[config.mk]
export PLATFORM = sky130hd
export DESIGN_NAME = tuner_slot_allocator
export DESIGN_NICKNAME = d
export VERILOG_FILES = /design/src/rtl/core/tsa_pkg.sv /design/src/rtl/core/tsa_cfg_regs.sv /design/src/rtl/core/tuner_slot_allocator.sv
export SDC_FILE = /design/constraint.sdc
export NUM_CORES = 1
export LEC_CHECK = 0
export ABC_AREA = 1
export BUFFER_PORTS_ARGS = -buffer_cell sky130_fd_sc_hd__buf_2
export CAP_MARGIN = 25
export CORE_MARGIN = 2
export CORE_UTILIZATION = 60
export DETAILED_ROUTE_END_ITERATION = 16
export MAX_ROUTING_LAYER = met4
export PLACE_DENSITY = 0.85
export SLEW_MARGIN = 20
export SYNTH_ARGS = -nofsm -noshare
export SYNTH_HDL_FRONTEND = slang
export SYNTH_SLANG_ARGS = --single-unit
[constraint.sdc]
create_clock -name clk -period 10.6 [get_ports clk]
set_clock_uncertainty 0.2 [all_clocks]
set_input_delay 0.53 -clock clk [delete_from_list [all_inputs] [get_ports clk]]
set_output_delay 0.53 -clock clk [all_outputs]
set_load 0.01 [all_outputs]
[src/rtl/core/tsa_pkg.sv]
// ----------------------------------------------------------------------------
// tsa_pkg
// Shared constants, codes and the configuration bundle of the tuner slot
// allocator.
// ----------------------------------------------------------------------------
package tsa_pkg;

  localparam int POOLS         = 6;
  localparam int DEF_MAX_SLOTS = 8;
  localparam int COUNT_W       = 4;
  localparam int FILTER_W      = 32;
  localparam int DEV_W         = 8;
  localparam int OP_W          = 2;
  localparam int KIND_W        = 3;
  localparam int POOL_W        = 3;
  localparam int SLOT_OUT_W    = 3;
  localparam int REG_ADDR_W    = 3;

  localparam logic [OP_W-1:0] OP_ASSIGN = 2'd0;
  localparam logic [OP_W-1:0] OP_ATTACH = 2'd1;
  localparam logic [OP_W-1:0] OP_DETACH = 2'd2;

  localparam logic [KIND_W-1:0] KIND_SAT   = 3'd0;
  localparam logic [KIND_W-1:0] KIND_TERR  = 3'd1;
  localparam logic [KIND_W-1:0] KIND_CABLE = 3'd2;
  localparam logic [KIND_W-1:0] KIND_ATSC  = 3'd3;

  localparam logic [POOL_W-1:0] POOL_S2   = 3'd0;
  localparam logic [POOL_W-1:0] POOL_T    = 3'd1;
  localparam logic [POOL_W-1:0] POOL_T2   = 3'd2;
  localparam logic [POOL_W-1:0] POOL_C    = 3'd3;
  localparam logic [POOL_W-1:0] POOL_C2   = 3'd4;
  localparam logic [POOL_W-1:0] POOL_ATSC = 3'd5;

  localparam logic [REG_ADDR_W-1:0] REG_FILTER_FIRST  = 3'd6;
  localparam logic [REG_ADDR_W-1:0] REG_FILTER_SECOND = 3'd7;

  typedef struct packed {
    logic [POOLS-1:0][COUNT_W-1:0] count;
    logic [FILTER_W-1:0]           filter_first;
    logic [FILTER_W-1:0]           filter_second;
    logic [POOLS-1:0]              clear;
  } cfg_t;

endpackage

[src/rtl/core/tsa_cfg_regs.sv]
// ----------------------------------------------------------------------------
// tsa_cfg_regs
// Pool count and source filter registers with per-pool clear strobes.
// ----------------------------------------------------------------------------
module tsa_cfg_regs
  import tsa_pkg::*;
(
  input  logic                  clk,
  input  logic                  rst_n,
  input  logic                  cfg_we,
  input  logic [REG_ADDR_W-1:0] cfg_addr,
  input  logic [FILTER_W-1:0]   cfg_wdata,
  output cfg_t                  cfg_o
);

  logic [POOLS-1:0][COUNT_W-1:0] count_r;
  logic [FILTER_W-1:0]           filt_first_r;
  logic [FILTER_W-1:0]           filt_second_r;
  logic [POOLS-1:0]              clear;

  always_comb begin
    clear = '0;
    for (int p = 0; p < POOLS; p++) begin
      if (cfg_we && (cfg_addr == REG_ADDR_W'(p))) begin
        clear[p] = 1'b1;
      end
    end
  end

  always_ff @(posedge clk) begin
    if (!rst_n) begin
      count_r       <= '0;
      filt_first_r  <= '0;
      filt_second_r <= '0;
    end else begin
      for (int p = 0; p < POOLS; p++) begin
        if (clear[p]) begin
          count_r[p] <= cfg_wdata[COUNT_W-1:0];
        end
      end
      if (cfg_we && (cfg_addr == REG_FILTER_FIRST)) begin
        filt_first_r <= cfg_wdata;
      end
      if (cfg_we && (cfg_addr == REG_FILTER_SECOND)) begin
        filt_second_r <= cfg_wdata;
      end
    end
  end

  assign cfg_o.count         = count_r;
  assign cfg_o.filter_first  = filt_first_r;
  assign cfg_o.filter_second = filt_second_r;
  assign cfg_o.clear         = clear;

endmodule

[src/rtl/core/tuner_slot_allocator.sv]
// ----------------------------------------------------------------------------
// tuner_slot_allocator
// Six pools of tuner slots; assign, attach and detach requests walk the
// slot owner memory one slot per cycle.
// ----------------------------------------------------------------------------
// Usage:
//   in_*  : one request per handshake; in_tuser carries the op code, in_tdata
//           the device, source code, source kind and second-generation flag.
//   out_* : one result per request; out_tuser is the ok flag, out_tdata the
//           pool and slot (both zero on failure).
//   cfg_* : write-only registers: six pool counts, then two filter codes.
//           Writing a pool count frees every slot of that pool.
// Timing: a request walks each pool it visits through the owner memory, one
//   read issued per cycle, then passes its result through the hold state.
//   Assign visits at most two pools, attach and detach up to six. The
//   registered owner memory read sets the pace of the walk.
// Reset clears all counts, filters and slot marks; the block is ready at
//   once. A stalled result holds in the output register while the next
//   request is accepted; that request's result waits until the output frees.
// ----------------------------------------------------------------------------
module tuner_slot_allocator
  import tsa_pkg::*;
#(
  parameter int MAX_SLOTS = DEF_MAX_SLOTS
)(
  input  logic                  clk,
  input  logic                  rst_n,
  // in_tdata: device_id[7:0], source_code[39:8], source_kind[42:40],
  //           second_gen[43], zero[47:44]
  input  logic                  in_tvalid,
  output logic                  in_tready,
  input  logic [47:0]           in_tdata,
  // in_tuser: op[1:0]
  input  logic [OP_W-1:0]       in_tuser,
  // out_tdata: pool_index[2:0], slot_index[5:3], zero[7:6]
  output logic                  out_tvalid,
  input  logic                  out_tready,
  output logic [7:0]            out_tdata,
  // out_tuser: ok[0]
  output logic                  out_tuser,
  input  logic                  cfg_we,
  input  logic [REG_ADDR_W-1:0] cfg_addr,
  input  logic [FILTER_W-1:0]   cfg_wdata
);

  localparam int TOTAL = POOLS * MAX_SLOTS;
  localparam int AW    = (TOTAL > 1) ? $clog2(TOTAL) : 1;
  localparam int IW    = $clog2(MAX_SLOTS + 1);
  localparam int SW    = (MAX_SLOTS > 1) ? $clog2(MAX_SLOTS) : 1;
  localparam int CW    = (IW > COUNT_W) ? IW : COUNT_W;

  localparam logic [1:0] ST_IDLE = 2'd0;
  localparam logic [1:0] ST_SCAN = 2'd1;
  localparam logic [1:0] ST_HOLD = 2'd2;

  cfg_t cfg;

  tsa_cfg_regs u_cfg (
    .clk       (clk),
    .rst_n     (rst_n),
    .cfg_we    (cfg_we),
    .cfg_addr  (cfg_addr),
    .cfg_wdata (cfg_wdata),
    .cfg_o     (cfg)
  );

  logic [DEV_W-1:0]      in_dev;
  logic [FILTER_W-1:0]   in_src;
  logic [KIND_W-1:0]     in_kind;
  logic                  in_gen2;

  assign in_dev  = in_tdata[7:0];
  assign in_src  = in_tdata[39:8];
  assign in_kind = in_tdata[42:40];
  assign in_gen2 = in_tdata[43];

  logic [1:0]            state_r, state_nxt;
  logic [OP_W-1:0]       op_r, op_nxt;
  logic [DEV_W-1:0]      dev_r, dev_nxt;
  logic [POOL_W-1:0]     pool_r, pool_nxt;
  logic                  fb_v_r, fb_v_nxt;
  logic [POOL_W-1:0]     fb_pool_r, fb_pool_nxt;
  logic [IW-1:0]         i_r, i_nxt;
  logic                  rd_v_r, rd_v_nxt;
  logic [AW-1:0]         rd_addr_r, rd_addr_nxt;
  logic [SW-1:0]         rd_slot_r, rd_slot_nxt;
  logic                  free_v_r, free_v_nxt;
  logic [SW-1:0]         free_slot_r, free_slot_nxt;
  logic                  res_ok_r, res_ok_nxt;
  logic [POOL_W-1:0]     res_pool_r, res_pool_nxt;
  logic [SLOT_OUT_W-1:0] res_slot_r, res_slot_nxt;
  logic                  out_valid_r, out_valid_nxt;
  logic                  out_ok_r, out_ok_nxt;
  logic [POOL_W-1:0]     out_pool_r, out_pool_nxt;
  logic [SLOT_OUT_W-1:0] out_slot_r, out_slot_nxt;
  logic [TOTAL-1:0]      used_r, used_nxt;
  logic [TOTAL-1:0]      att_r, att_nxt;

  logic [DEV_W-1:0]      owner_mem [TOTAL];
  logic [DEV_W-1:0]      mem_q_r;
  logic                  mem_re;
  logic [AW-1:0]         mem_raddr;
  logic                  mem_we;
  logic [AW-1:0]         mem_waddr;

  logic                  filt_pass;
  logic [CW-1:0]         cnt_ext;
  logic [CW-1:0]         n_act;
  logic                  hit;
  logic                  free_now;
  logic                  free_any;
  logic [SW-1:0]         free_sel;
  logic                  more;

  function automatic logic [AW-1:0] slot_addr(logic [POOL_W-1:0] p, logic [SW-1:0] s);
    slot_addr = AW'(p) * AW'(MAX_SLOTS) + AW'(s);
  endfunction

  assign filt_pass = (cfg.filter_first == '0) || (in_src == cfg.filter_first) ||
                     (in_src == cfg.filter_second);

  assign cnt_ext  = CW'(cfg.count[pool_r]);
  assign n_act    = (cnt_ext > CW'(MAX_SLOTS)) ? CW'(MAX_SLOTS) : cnt_ext;
  assign more     = CW'(i_r) < n_act;
  assign hit      = rd_v_r && used_r[rd_addr_r] && (mem_q_r == dev_r);
  assign free_now = rd_v_r && !used_r[rd_addr_r];
  assign free_any = free_v_r || free_now;
  assign free_sel = free_v_r ? free_slot_r : rd_slot_r;

  assign in_tready  = (state_r == ST_IDLE);
  assign out_tvalid = out_valid_r;
  assign out_tuser  = out_ok_r;
  assign out_tdata  = {2'b00, out_slot_r, out_pool_r};

  always_comb begin
    state_nxt     = state_r;
    op_nxt        = op_r;
    dev_nxt       = dev_r;
    pool_nxt      = pool_r;
    fb_v_nxt      = fb_v_r;
    fb_pool_nxt   = fb_pool_r;
    i_nxt         = i_r;
    rd_v_nxt      = 1'b0;
    rd_addr_nxt   = rd_addr_r;
    rd_slot_nxt   = rd_slot_r;
    free_v_nxt    = free_v_r;
    free_slot_nxt = free_slot_r;
    res_ok_nxt    = res_ok_r;
    res_pool_nxt  = res_pool_r;
    res_slot_nxt  = res_slot_r;
    out_valid_nxt = out_valid_r && !out_tready;
    out_ok_nxt    = out_ok_r;
    out_pool_nxt  = out_pool_r;
    out_slot_nxt  = out_slot_r;
    used_nxt      = used_r;
    att_nxt       = att_r;
    mem_re        = 1'b0;
    mem_raddr     = slot_addr(pool_r, i_r[SW-1:0]);
    mem_we        = 1'b0;
    mem_waddr     = slot_addr(pool_r, free_sel);

    for (int p = 0; p < POOLS; p++) begin
      if (cfg.clear[p]) begin
        for (int s = 0; s < MAX_SLOTS; s++) begin
          used_nxt[p*MAX_SLOTS + s] = 1'b0;
          att_nxt[p*MAX_SLOTS + s]  = 1'b0;
        end
      end
    end

    unique case (state_r)
      ST_IDLE: begin
        if (in_tvalid) begin
          op_nxt       = in_tuser;
          dev_nxt      = in_dev;
          fb_v_nxt     = 1'b0;
          i_nxt        = '0;
          free_v_nxt   = 1'b0;
          res_ok_nxt   = 1'b0;
          res_pool_nxt = '0;
          res_slot_nxt = '0;
          state_nxt    = ST_HOLD;
          priority case (1'b1)
            (in_tuser == OP_ASSIGN) && filt_pass && (in_kind == KIND_SAT): begin
              pool_nxt  = POOL_S2;
              state_nxt = ST_SCAN;
            end
            (in_tuser == OP_ASSIGN) && filt_pass && (in_kind == KIND_TERR): begin
              pool_nxt    = in_gen2 ? POOL_T2 : POOL_T;
              fb_v_nxt    = !in_gen2;
              fb_pool_nxt = POOL_T2;
              state_nxt   = ST_SCAN;
            end
            (in_tuser == OP_ASSIGN) && filt_pass && (in_kind == KIND_CABLE): begin
              pool_nxt    = in_gen2 ? POOL_C2 : POOL_C;
              fb_v_nxt    = !in_gen2;
              fb_pool_nxt = POOL_C2;
              state_nxt   = ST_SCAN;
            end
            (in_tuser == OP_ASSIGN) && filt_pass && (in_kind == KIND_ATSC): begin
              pool_nxt  = POOL_ATSC;
              state_nxt = ST_SCAN;
            end
            (in_tuser == OP_ATTACH) || (in_tuser == OP_DETACH): begin
              pool_nxt  = POOL_S2;
              state_nxt = ST_SCAN;
            end
            default: begin
              state_nxt = ST_HOLD;
            end
          endcase
        end
      end

      ST_SCAN: begin
        if (free_now && !free_v_r) begin
          free_v_nxt    = 1'b1;
          free_slot_nxt = rd_slot_r;
        end
        if (hit) begin
          res_ok_nxt   = 1'b1;
          res_pool_nxt = pool_r;
          res_slot_nxt = SLOT_OUT_W'(rd_slot_r);
          state_nxt    = ST_HOLD;
          if (op_r == OP_ATTACH) begin
            att_nxt[rd_addr_r] = 1'b1;
          end else if (op_r == OP_DETACH) begin
            att_nxt[rd_addr_r]  = 1'b0;
            used_nxt[rd_addr_r] = 1'b0;
          end
        end else if (more) begin
          mem_re      = 1'b1;
          rd_v_nxt    = 1'b1;
          rd_addr_nxt = mem_raddr;
          rd_slot_nxt = i_r[SW-1:0];
          i_nxt       = i_r + IW'(1);
        end else begin
          i_nxt      = '0;
          free_v_nxt = 1'b0;
          if ((op_r == OP_ASSIGN) && free_any) begin
            mem_we              = 1'b1;
            used_nxt[mem_waddr] = 1'b1;
            res_ok_nxt          = 1'b1;
            res_pool_nxt        = pool_r;
            res_slot_nxt        = SLOT_OUT_W'(free_sel);
            state_nxt           = ST_HOLD;
          end else if ((op_r == OP_ASSIGN) && fb_v_r) begin
            pool_nxt = fb_pool_r;
            fb_v_nxt = 1'b0;
          end else if ((op_r != OP_ASSIGN) && (pool_r != POOL_ATSC)) begin
            pool_nxt = pool_r + POOL_W'(1);
          end else begin
            state_nxt = ST_HOLD;
          end
        end
      end

      ST_HOLD: begin
        if (!out_valid_r || out_tready) begin
          out_valid_nxt = 1'b1;
          out_ok_nxt    = res_ok_r;
          out_pool_nxt  = res_pool_r;
          out_slot_nxt  = res_slot_r;
          state_nxt     = ST_IDLE;
        end
      end

      default: begin
        state_nxt = ST_IDLE;
      end
    endcase
  end

  always_ff @(posedge clk) begin
    if (mem_we) begin
      owner_mem[mem_waddr] <= dev_r;
    end
    if (mem_re) begin
      mem_q_r <= owner_mem[mem_raddr];
    end
  end

  always_ff @(posedge clk) begin
    if (!rst_n) begin
      state_r     <= ST_IDLE;
      rd_v_r      <= 1'b0;
      free_v_r    <= 1'b0;
      fb_v_r      <= 1'b0;
      out_valid_r <= 1'b0;
      used_r      <= '0;
      att_r       <= '0;
    end else begin
      state_r     <= state_nxt;
      rd_v_r      <= rd_v_nxt;
      free_v_r    <= free_v_nxt;
      fb_v_r      <= fb_v_nxt;
      out_valid_r <= out_valid_nxt;
      used_r      <= used_nxt;
      att_r       <= att_nxt;
    end
  end

  always_ff @(posedge clk) begin
    op_r        <= op_nxt;
    dev_r       <= dev_nxt;
    pool_r      <= pool_nxt;
    fb_pool_r   <= fb_pool_nxt;
    i_r         <= i_nxt;
    rd_addr_r   <= rd_addr_nxt;
    rd_slot_r   <= rd_slot_nxt;
    free_slot_r <= free_slot_nxt;
    res_ok_r    <= res_ok_nxt;
    res_pool_r  <= res_pool_nxt;
    res_slot_r  <= res_slot_nxt;
    out_ok_r    <= out_ok_nxt;
    out_pool_r  <= out_pool_nxt;
    out_slot_r  <= out_slot_nxt;
  end

  a_att_implies_used: assert property (@(posedge clk) disable iff (!rst_n)
    (att_r & ~used_r) == '0)
    else $error("attached slot is not in use");

  a_accept_leaves_idle: assert property (@(posedge clk) disable iff (!rst_n)
    in_tvalid && in_tready |=> state_r != ST_IDLE)
    else $error("request accepted but sequencer stayed idle");

  a_read_only_in_scan: assert property (@(posedge clk) disable iff (!rst_n)
    rd_v_r |-> state_r == ST_SCAN)
    else $error("owner read in flight outside scan");

  a_fail_fields_zero: assert property (@(posedge clk) disable iff (!rst_n)
    out_tvalid && !out_tuser |-> out_tdata == '0)
    else $error("failed result carries nonzero pool or slot");

endmodule
== Word-level counts from Yosys, hierarchy flattened ==
Memory sizes are Yosys's and may differ from the RTL's. A register that Yosys moved wholly into a read port is not among the register bits.
Cells that the tools add are included.

* Reductions and logical operators: 53
* Add/sub/neg operators: 4
* Bitwise logic cells: 5
* Muxes and demuxes: 98
* Equal/unequal tests: 32
* $lt $le $gt $ge: 7

{| class="wikitable"
|+ Operators by type and width
! kind !! count
|-
| 2-to-1 mux 48 bit || 6
|-
| == test 32 bit || 2
|-
| 2-to-1 mux 3 bit || 21
|-
| AND 48 bit || 1
|-
| 2-to-1 mux 8 bit || 6
|-
| inverter 48 bit || 1
|-
| bitwise OR 48 bit || 1
|-
| 2-to-1 mux 1 bit || 35
|-
| zero test 32 bit || 1
|-
| 2-to-1 mux 2 bit || 13
|-
| logical AND 1 bit || 23
|-
| 2-to-1 mux 4 bit || 5
|-
| one-hot mux 3 bit (2 select lines) || 3
|-
| < comparator 6 x 7 -> 1 bit (second input constant) || 2
|-
| adder 6 x 3 -> 6 bit || 2
|-
| binary-select mux 4 bit (select 3 bit) || 1
|-
| demux 1 bit (select 6 bit) || 2
|-
| == test 3 x 2 -> 1 bit (second input constant) || 4
|-
| == test 3 bit (second input constant) || 4
|-
| >= comparator 6 x 1 -> 1 bit (second input constant) || 2
|-
| inequality test 2 bit (second input constant) || 6
|-
| inequality test 3 bit (second input constant) || 4
|-
| == test 8 bit || 1
|-
| inequality test 4 bit (second input constant) || 2
|-
| other kinds (25) || 51
|}

* Memories: 1
* Input port bits: 90
* Logic and storage cells: 228
* Bits in writable memories: 384
* Register bits after elaboration: 187

{| class="wikitable"
|+ Memories
! name !! depth !! bits a word !! rd ports !! clocked after Yosys merged registers in !! write ports !! RTL line !! source
|-
| owner_mem || 48 || 8 || 1 || 1 || 1 || tuner_slot_allocator.sv:99 || <nowiki>logic [DEV_W-1:0] owner_mem [TOTAL];</nowiki>
|}

== Depth between registers and ports, before layout ==
Gate-level depths: netlist (run 1).

* Word-level depth: 12
* Depth in mapped cells: 21
* Mapped depth without buffers: 18

== Hierarchy ==
Synthesis (run 1) repeated with hierarchy kept, for this count alone.

* Cells, all modules: 2,618
* Area total of the unflattened synthesis: 25,529.5 µm²

{| class="wikitable"
|+ Modules (own cells, without submodules)
! module !! cells an instance !! times used !! area each (µm²)
|-
| tuner_slot_allocator || 2,095 || 1 || 22,002.4
|-
| tsa_cfg_regs || 523 || 1 || 3,527.1
|}

== Worst setup path after synthesis (run 1) ==
OpenSTA, ideal clock, no wires.

* Path kind: flip-flop to flip-flop
* Start point: reg pool_r[2]
* End point: mem owner_mem[4][0] (enable)
* Period minus slack after synthesis: 3.624 ns
* Slack: 6.976 ns
* Arrival: 3.054 ns
* Buffers on the path: 3
* Cell stages (with the launch flop): 19
* Library setup time: 0.370 ns
* Path through: edfxtp_1 -> buf_2 -> nor2_1 -> inv_1 -> nor2_1 -> clkbuf_1 -> a22oi_1 -> nand3_1 -> nand2_1 -> ha_1 -> nand2_1 -> nand2_1 -> nand2_1 -> nand2_1 -> inv_1 -> nor3_1 -> buf_2 -> nand3_1 -> nor2_1

* Cells in the longest elaborated chain, start to end: 10
* Elaborated cells between the ends (all ways): 11
* Classes of those cells: 1 x add/sub; 2 x order compare; 8 x mux

{| class="wikitable"
|+ RTL lines
! item !! RTL line !! source
|-
| start: declaration || tuner_slot_allocator.sv:80 || <nowiki>logic [POOL_W-1:0] pool_r, pool_nxt;</nowiki>
|-
| start signal: assignment || tuner_slot_allocator.sv:306 || <nowiki>pool_r <= pool_nxt;</nowiki>
|-
| binary-select mux 4 bit (select 3 bit) || tuner_slot_allocator.sv:122 || <nowiki>assign cnt_ext = CW'(cfg.count[pool_r]);</nowiki>
|-
| 2-to-1 mux 4 bit (not written as such) || tuner_slot_allocator.sv:122 ||
|-
| > comparator 4 bit || tuner_slot_allocator.sv:123 || <nowiki>assign n_act = (cnt_ext > CW'(MAX_SLOTS)) ? CW'(MAX_SLOTS) : cnt_ext;</nowiki>
|-
| 2-to-1 mux 4 bit || tuner_slot_allocator.sv:123 ||
|-
| < comparator 4 bit || tuner_slot_allocator.sv:124 || <nowiki>assign more = CW'(i_r) < n_act;</nowiki>
|-
| 2-to-1 mux 1 bit || tuner_slot_allocator.sv:231 || <nowiki>end else if (more) begin</nowiki>
|-
| 2-to-1 mux 1 bit || tuner_slot_allocator.sv:220 || <nowiki>if (hit) begin</nowiki>
|-
| 2-to-1 mux 1 bit || tuner_slot_allocator.sv:171 || <nowiki>unique case (state_r)</nowiki>
|-
| 2-to-1 mux 1 bit || tuner_slot_allocator.sv:275 || <nowiki>if (mem_we) begin</nowiki>
|-
| 2-to-1 mux 1 bit (not written as such) || tuner_slot_allocator.sv:276 || <nowiki>owner_mem[mem_waddr] <= dev_r;</nowiki>
|-
| end: declaration || tuner_slot_allocator.sv:99 ||
|}

Several ways; a longest one is shown, not always the timed one. The select of a mux whose other input is x is not followed.

== Worst setup path after layout (run 1) ==
* Start point: reg pool_r[0]
* End point: mem owner_mem[27][1] (enable)

The elaborated chain is that of the path after synthesis.

==> results.sh, run 1 <==
export IMPL_status="completed"
export IMPL_slew_violations=0
export IMPL_synthFlopType="edfxtp_1"
export IMPL_grt_pass1_vias=18900
export IMPL_dieArea_um2=43100
export IMPL_grt_pass1_wl_um=104000
export IMPL_power_density_nw_per_um2=231
export IMPL_postPlaceCellArea_um2=25700
export IMPL_slowest_stage="nor2_1"
export IMPL_worst_setup_path_type="reg2reg"
export IMPL_setup_worst_path_end="owner_mem[27][1]"
export IMPL_cts_resized=0
export IMPL_postCtsSetupRepairBufs=0
export IMPL_p_leak_nw=10.1
export IMPL_stdcell_area_um2=27900
export IMPL_regToRegEndpoint="owner_mem[27][1]"
export IMPL_yosysMostFrequentCell="nor2_1"
export IMPL_area_growth_pct=12.1
export IMPL_worst_pin_slew_ns=1.12
export IMPL_htree_levels=2
export IMPL_synth_edf_count=434
export IMPL_drt_drc_violations_left=0
export IMPL_antenna_found_initial=1
export IMPL_synthTopCellsByCount="nor2_1, edfxtp_1, nand2_1, o21ai_0, dfxtp_1"
export IMPL_clk_path_buf_depth=3
export IMPL_setup_viol=0
export IMPL_rsz0062_at_grt="no"
export IMPL_ff_latch_area_um2=15900
export IMPL_rows=74
export IMPL_port_buffers=94
export IMPL_crit_chain="buf_4 -> inv_2 -> nor2_1 -> nand2_1 -> nand4_1 -> o21ai_0 -> ha_1 -> nand2_1 -> inv_1 -> nand2_1 -> nand2_1 -> inv_1 -> nor2_1 -> nand3_1 -> nor2_1"
export IMPL_cp_max_fo=30
export IMPL_dr_total_vias=19900
export IMPL_ys_ff_latch=576
export IMPL_syn_instance_count=2460
export IMPL_cts_hold_buffers=37
export IMPL_gr_usage_all_layers=0.319
export IMPL_multi_input_area_um2=8030
export IMPL_start_util=0.608
export IMPL_die_h_um=208
export IMPL_critical_path_arrival_ns=5.45
export IMPL_cts_buffers=56
export IMPL_fin_setup_tns_ns=0
export IMPL_r2r_cells=15
export IMPL_ant_nets=0
export IMPL_peakVddDrop_mv=0.140
export IMPL_totalWireLength_um=68400
export IMPL_grt_remaining_overflow=0
export IMPL_root_buffer="clkbuf_16"
export IMPL_fmax_mhz=184
export IMPL_clk_transition_reported_paths_ns=0.06
export IMPL_gp_congestion=0.935
export IMPL_drive_above_1_share=0.0964
export IMPL_layout_nets=2634
export IMPL_synth_area_leaders="edfxtp_1, dfxtp_1, nor2_1"
export IMPL_reg2reg_from="pool_r[0]"
export IMPL_end_kind="flop"
export IMPL_cp_start_kind="flop"
export IMPL_initialDrtViolationCount=2812
export IMPL_fp_dieW_um=208
export IMPL_ys_types=47
export IMPL_holdCritPathClass="in2reg"
export IMPL_dp_hpwl_um=40600
export IMPL_slowest_delay_ns=0.87
export IMPL_syn_cell_area_um2=24900
export IMPL_synth_area_leader_cell="edfxtp_1"
export IMPL_crit_top_cell="nand2_1"
export IMPL_num_fill_cells=2829
export IMPL_async_flop_share=0
export IMPL_min_period_ns=5.44
export IMPL_slew_headroom=0.246
export IMPL_wl_per_cell_um=22.0
export IMPL_syn_area_per_cell_um2=10.1
export IMPL_core_area_um2=40900
export IMPL_cp_required_ns=10.62
export IMPL_first_pass_iters=7
export IMPL_cts_sinks=576
export IMPL_yosys_warnings=0
export IMPL_grt_max_degree=125
export IMPL_final_hold_violation_count=0
export IMPL_dp_worst_setup_slack_ns=5.49
export IMPL_io_pins=101
export IMPL_reg2reg_slack_ns=5.16
export IMPL_fin_util=0.682
export IMPL_holdWs_ns=0.0110
export IMPL_layout_setup_ws_ns=5.16
export IMPL_maxCapViolCount=0
export IMPL_cts_tree="done"
export IMPL_yosysSeqAreaShare=0.638
export IMPL_synth_top_cell_area_share=0.523
export IMPL_clk_latency_ns=0.62
export IMPL_startpoint="pool_r[0]"
export IMPL_viasPerCell=6.39
export IMPL_fin_crit_sh=0.513
-- critical path, delay by kind of cell (launching register included) --
kind	cells	cell delay (ns)
AO/OA/AOI/OAI	1	0.10
adder cells (fa/ha/maj)	1	0.30
buffers and inverters	4	1.04
flip-flops	1	0.33
AND/OR/NAND/NOR	9	3.00
-- sequential cells by signal, summed over array words and instances, names as in the netlist, 6 cells and up --
| register | flops |
|---|---|
| owner_mem | 384 |
| used_r | 48 |
| dev_r | 8 |
| rd_addr_r | 6 |
| u_cfg.filt_second_r | 32 |
| u_cfg.cfg_o | 24 |
| mem_q_r | 8 |
| u_cfg.filt_first_r | 32 |
-- cells by family after synthesis --
kind of cell	share of synthesized area
xor+xnor	0.0208
buf+inv	0.0413
compound gates	0.133
flops	0.638
fa+ha+maj	0.00352
other cells	0.000151
simple gates	0.163
-- through the flow --
stage,power (W),std cells
2_1_floorplan,0.00386,2461
3_3_place_gp,0.00435,2968
3_5_place_dp,0.00443,2971
4_1_cts,0.00637,3113
5_1_grt,0.00666,3117
6_report,0.00645,3117
-- how the worst min path moves through the flow --
stage | depth (start not counted) | end | start
after global routing | 4 | out_tvalid | out_tready
final | 4 | out_tvalid | out_tready
after detailed placement | 0 | out_slot_r[2] | res_slot_r[2]
after CTS | 4 | out_tvalid | out_tready
after floorplan | 0 | out_pool_r[0] | res_pool_r[0]
after global placement | 0 | out_tuser | res_ok_r
-- where the power goes --
part	internal [W]	leakage, nW	switching (W)
sequential	0.00263	5.08	0.0000761
clock	0.00110	0.863	0.000856
combinational	0.000466	4.20	0.00132
total	0.00420	10.1	0.00226
-- layer usage --
metal	global-route usage	wire, µm	vias up
li1	-	-	8836
met1	0.406	24800	9361
met2	0.496	32300	1470
met3	0.0626	8230	254
met4	0.152	3130	0
met5	-	0	-
-- final cells by class --
cell class,instances,area share
Sequential cell,576,0.569
Multi-Input combinational cell,1624,0.288
Clock buffer,78,0.0546
Timing Repair Buffer,170,0.0415
Tap cell,532,0.0238
Inverter,109,0.0148
Clock inverter,27,0.00887
Antenna cell,1,0.0000896
-- placed cells by master, fill, tap and decap left out, types with 4 or more instances in the layout --
master	instances
bufinv_16	4
or2_2	9
inv_1	98
clkbuf_1	19
o21ai_0	322
buf_2	96
xnor2_1	56
buf_4	33
nor3_1	12
nor4_1	12
edfxtp_1	434
or3_1	7
a22oi_1	4
o221ai_1	73
nand2_1	322
nor3_2	6
nand3_1	101
nor2_1	464
nand4_1	28
dfxtp_1	142
inv_2	5
ha_1	7
a41oi_1	6
o22ai_1	26
nor2_2	8
clkinv_1	13
o211ai_1	27
dlygate4sd3_1	37
clkbuf_16	57
clkinv_2	11
a21oi_1	109
No activity file was read; power rests on OpenSTA's default activity.
==> run 2: changes to the inputs <==
- ABC_AREA: 1 -> 0
- CORE_UTILIZATION: 60 -> 56
- PLACE_DENSITY: 0.85 -> 0.83
- clock period: 10.6 -> 4.37 ns (I/O delays scaled with it)
==> results.sh, run 2 <==
export IMPL_status="completed"
export IMPL_top_layer_used="met4"
export IMPL_mostFrequentLayoutCells="edfxtp_1, nand2_1, dfxtp_1"
export IMPL_root_buffer="clkbuf_16"
export IMPL_core_area_um2=43000
export IMPL_cts_tree="done"
export IMPL_drt_drc_violations_left=0
export IMPL_layout_nets=2018
export IMPL_initialDrtViolationCount=1928
export IMPL_syn_instance_count=1719
export IMPL_gr_usage_all_layers=0.293
export IMPL_wl_per_cell_um=24.7
export IMPL_fmax_mhz=246
export IMPL_cp_max_fo=18
export IMPL_postCtsSetupRepairBufs=0
export IMPL_fin_setup_tns_ns=0
export IMPL_clk_latency_ns=0.63
export IMPL_reg2reg_slack_ns=0.30
export IMPL_ys_types=70
export IMPL_htree_levels=2
export IMPL_synth_area_leader_cell="edfxtp_1"
export IMPL_synth_mux_area_frac=0.133
export IMPL_synth_top_cell_area_share=0.536
export IMPL_totalWireLength_um=62900
export IMPL_yosysMostFrequentCell="edfxtp_1"
export IMPL_peakVddDrop_mv=0.349
export IMPL_wl_met2_um=31400
export IMPL_regToRegEndpoint="owner_mem[11][6]"
export IMPL_p_switching_w=0.00336
export IMPL_async_flop_share=0
export IMPL_syn_area_per_cell_um2=14.1
export IMPL_postPlaceCellArea_um2=25900
export IMPL_worstHoldStart="cfg_we"
export IMPL_synth_compound_area_frac=0.0615
export IMPL_setup_viol=0
export IMPL_rsz0062_at_grt="no"
export IMPL_grt_remaining_overflow=0
export IMPL_slew_headroom=0.308
export IMPL_syn_cell_area_um2=24300
export IMPL_synthAdderAreaFrac=0.00402
export IMPL_drive_above_1_share=0.214
export IMPL_antennaDiodeCount=0
export IMPL_start_util=0.565
export IMPL_min_to="u_cfg.filt_second_r[30]"
export IMPL_pwr_share_comb=0.159
export IMPL_clk_path_buf_depth=3
export IMPL_power_frac_seq=0.476
export IMPL_end_kind="flop"
export IMPL_r2r_cells=9
export IMPL_synthSimpleGateAreaFrac=0.0951
export IMPL_cp_required_ns=4.49
export IMPL_dr_total_vias=16100
export IMPL_holdPathStages=5
export IMPL_dieArea_um2=45100
export IMPL_maxCapViolCount=0
export IMPL_worst_pin_slew_ns=1.02
export IMPL_port_buffers=94
export IMPL_first_pass_iters=5
export IMPL_final_hold_violation_count=0
export IMPL_num_fill_cells=2908
export IMPL_ant_nets=0
export IMPL_synth_edf_count=434
export IMPL_fp_dieW_um=212
export IMPL_viasPerCell=6.31
export IMPL_synth_top_family_by_area="multiplexers"
export IMPL_synthTopCellsByCount="edfxtp_1, nand2_1, dfxtp_1, a21oi_1, mux4_2"
export IMPL_fin_crit_sh=0.930
export IMPL_slew_violations=0
export IMPL_p_leak_nw=9.85
export IMPL_yosys_warnings=0
export IMPL_largest_register="owner_mem"
export IMPL_yosysSeqAreaShare=0.653
export IMPL_holdCritPathClass="in2reg"
export IMPL_ys_ff_latch=576
export IMPL_cts_sinks=576
export IMPL_min_period_ns=4.07
export IMPL_synthFlopType="edfxtp_1"
export IMPL_rows=76
export IMPL_cts_buffers=56
export IMPL_power_density_nw_per_um2=461
export IMPL_synth_xor_area_share=0.0274
export IMPL_io_pins=101
export IMPL_p_clk_frac=0.365
export IMPL_reg2reg_from="rd_addr_r[0]"
export IMPL_synth_area_leaders="edfxtp_1, dfxtp_1, mux4_2"
export IMPL_grt_pass1_vias=16000
export IMPL_stdcell_area_um2=28200
export IMPL_gp_congestion=0.963
export IMPL_worst_setup_path_type="reg2reg"
export IMPL_clk_transition_reported_paths_ns=0.06
export IMPL_die_h_um=212
export IMPL_grt_pass1_wl_um=95500
export IMPL_grt_max_degree=100
export IMPL_largest_reg_flops=384
export IMPL_final_common_cell="edfxtp_1"
export IMPL_critical_path_arrival_ns=4.18
export IMPL_area_growth_pct=16.1
export IMPL_dp_hpwl_um=39300
export IMPL_p_sw_frac=0.258
export IMPL_antenna_found_initial=0
export IMPL_m1WireLength_um=23400
export IMPL_reg_largest_list="owner_mem x384, used_r x48"
export IMPL_intPower_w=0.00965
export IMPL_dr_wl_met3_um=5280
export IMPL_cp_start_kind="flop"
[run 2: cell count changes after synthesis, sizes merged, moves of 63 or more]
cell | previous run | this run
inv | 105 | 25
mux4 | 0 | 114
nand2 | 323 | 212
nor2 | 474 | 101
o21ai | 323 | 30
o221ai | 73 | 1
xor2 | 3 | 66
[run 2: kinds of logic (layout without fill, tap and decap cells)]
logic type	count (synthesis)	count (layout)
and+or+nand+nor	488	488
muxes	179	179
buffers and inverters	140	386
other	1	2
AOI/OAI and AO/OA	251	251
adders and majority gates	8	8
DFF	576	576
xor gates and xnor gates	76	76
[run 2: cell type report]
type | instances | area, µm² | area share
inverters | 27 | 101 | 0.00359
clock inverters | 34 | 324 | 0.0115
multi-input cells | 1004 | 7810 | 0.277
flip-flops and latches | 576 | 15900 | 0.563
clock buffers | 69 | 1470 | 0.0521
repair buffers | 256 | 1910 | 0.0676
well taps | 585 | 732 | 0.0259
[run 2: critical path, stage by stage (launching register included)]
cell and delay (ns):
edfxtp_1 0.86, or2b_4 0.31, o22ai_1 0.13, nor3_2 0.18
o221ai_2 0.15, or4b_1 0.76, nand2_4 0.23, nand2_1 0.39
nor2_1 0.31, buf_4 0.22
[run 2: metal layers]
metal,vias up,GRT usage
li1,6942,-
met1,8002,0.365
met2,960,0.479
met3,187,0.0477
met4,0,0.129
met5,-,-
[run 2: how the worst max path moves through the flow]
stage | startpoint | slack, ns | cells after the start | endpoint
floorplan | pool_r[0] | 0.18 | 14 | mem_q_r[0]
global placement | pool_r[2] | 0.47 | 15 | owner_mem[30][1]
detailed placement | pool_r[2] | 0.38 | 15 | owner_mem[11][7]
CTS | pool_r[2] | 0.24 | 15 | owner_mem[11][4]
global route | pool_r[2] | 0.19 | 14 | owner_mem[27][2]
finish | rd_addr_r[0] | 0.30 | 9 | owner_mem[11][6]
[run 2: what timing repair did]
item,CTS,global route
resized for setup,0,1
endpoints found under the hold margin,117,0
hold buffers,52,0
setup endpoints to repair,0,28
[run 2: power groups by stage]
stage,registers (W),clock network [W],logic [W]
2_1_floorplan,0.00632,0,0.00126
3_3_place_gp,0.00630,0,0.00189
3_5_place_dp,0.00631,0,0.00196
4_1_cts,0.00619,0.00481,0.00204
5_1_grt,0.00620,0.00500,0.00218
6_report,0.00619,0.00475,0.00207
[run 2: per-stage QoR]
stage / worst slack, ns / hold slack, ns / util / instances / total power (W)
2_1_floorplan: 0.176 / 0.117 / - / 1720 / 0.00758
4_1_cts: 0.242 / 0.0135 / 0.656 / 2551 / 0.0130
6_report: 0.305 / 0.0522 / 0.657 / 2551 / 0.0130
5_1_grt: 0.194 / 0.0984 / 0.657 / 2551 / 0.0134
3_3_place_gp: 0.467 / 0.197 / 0.602 / 2395 / 0.00820
3_5_place_dp: 0.376 / 0.197 / 0.603 / 2396 / 0.00827
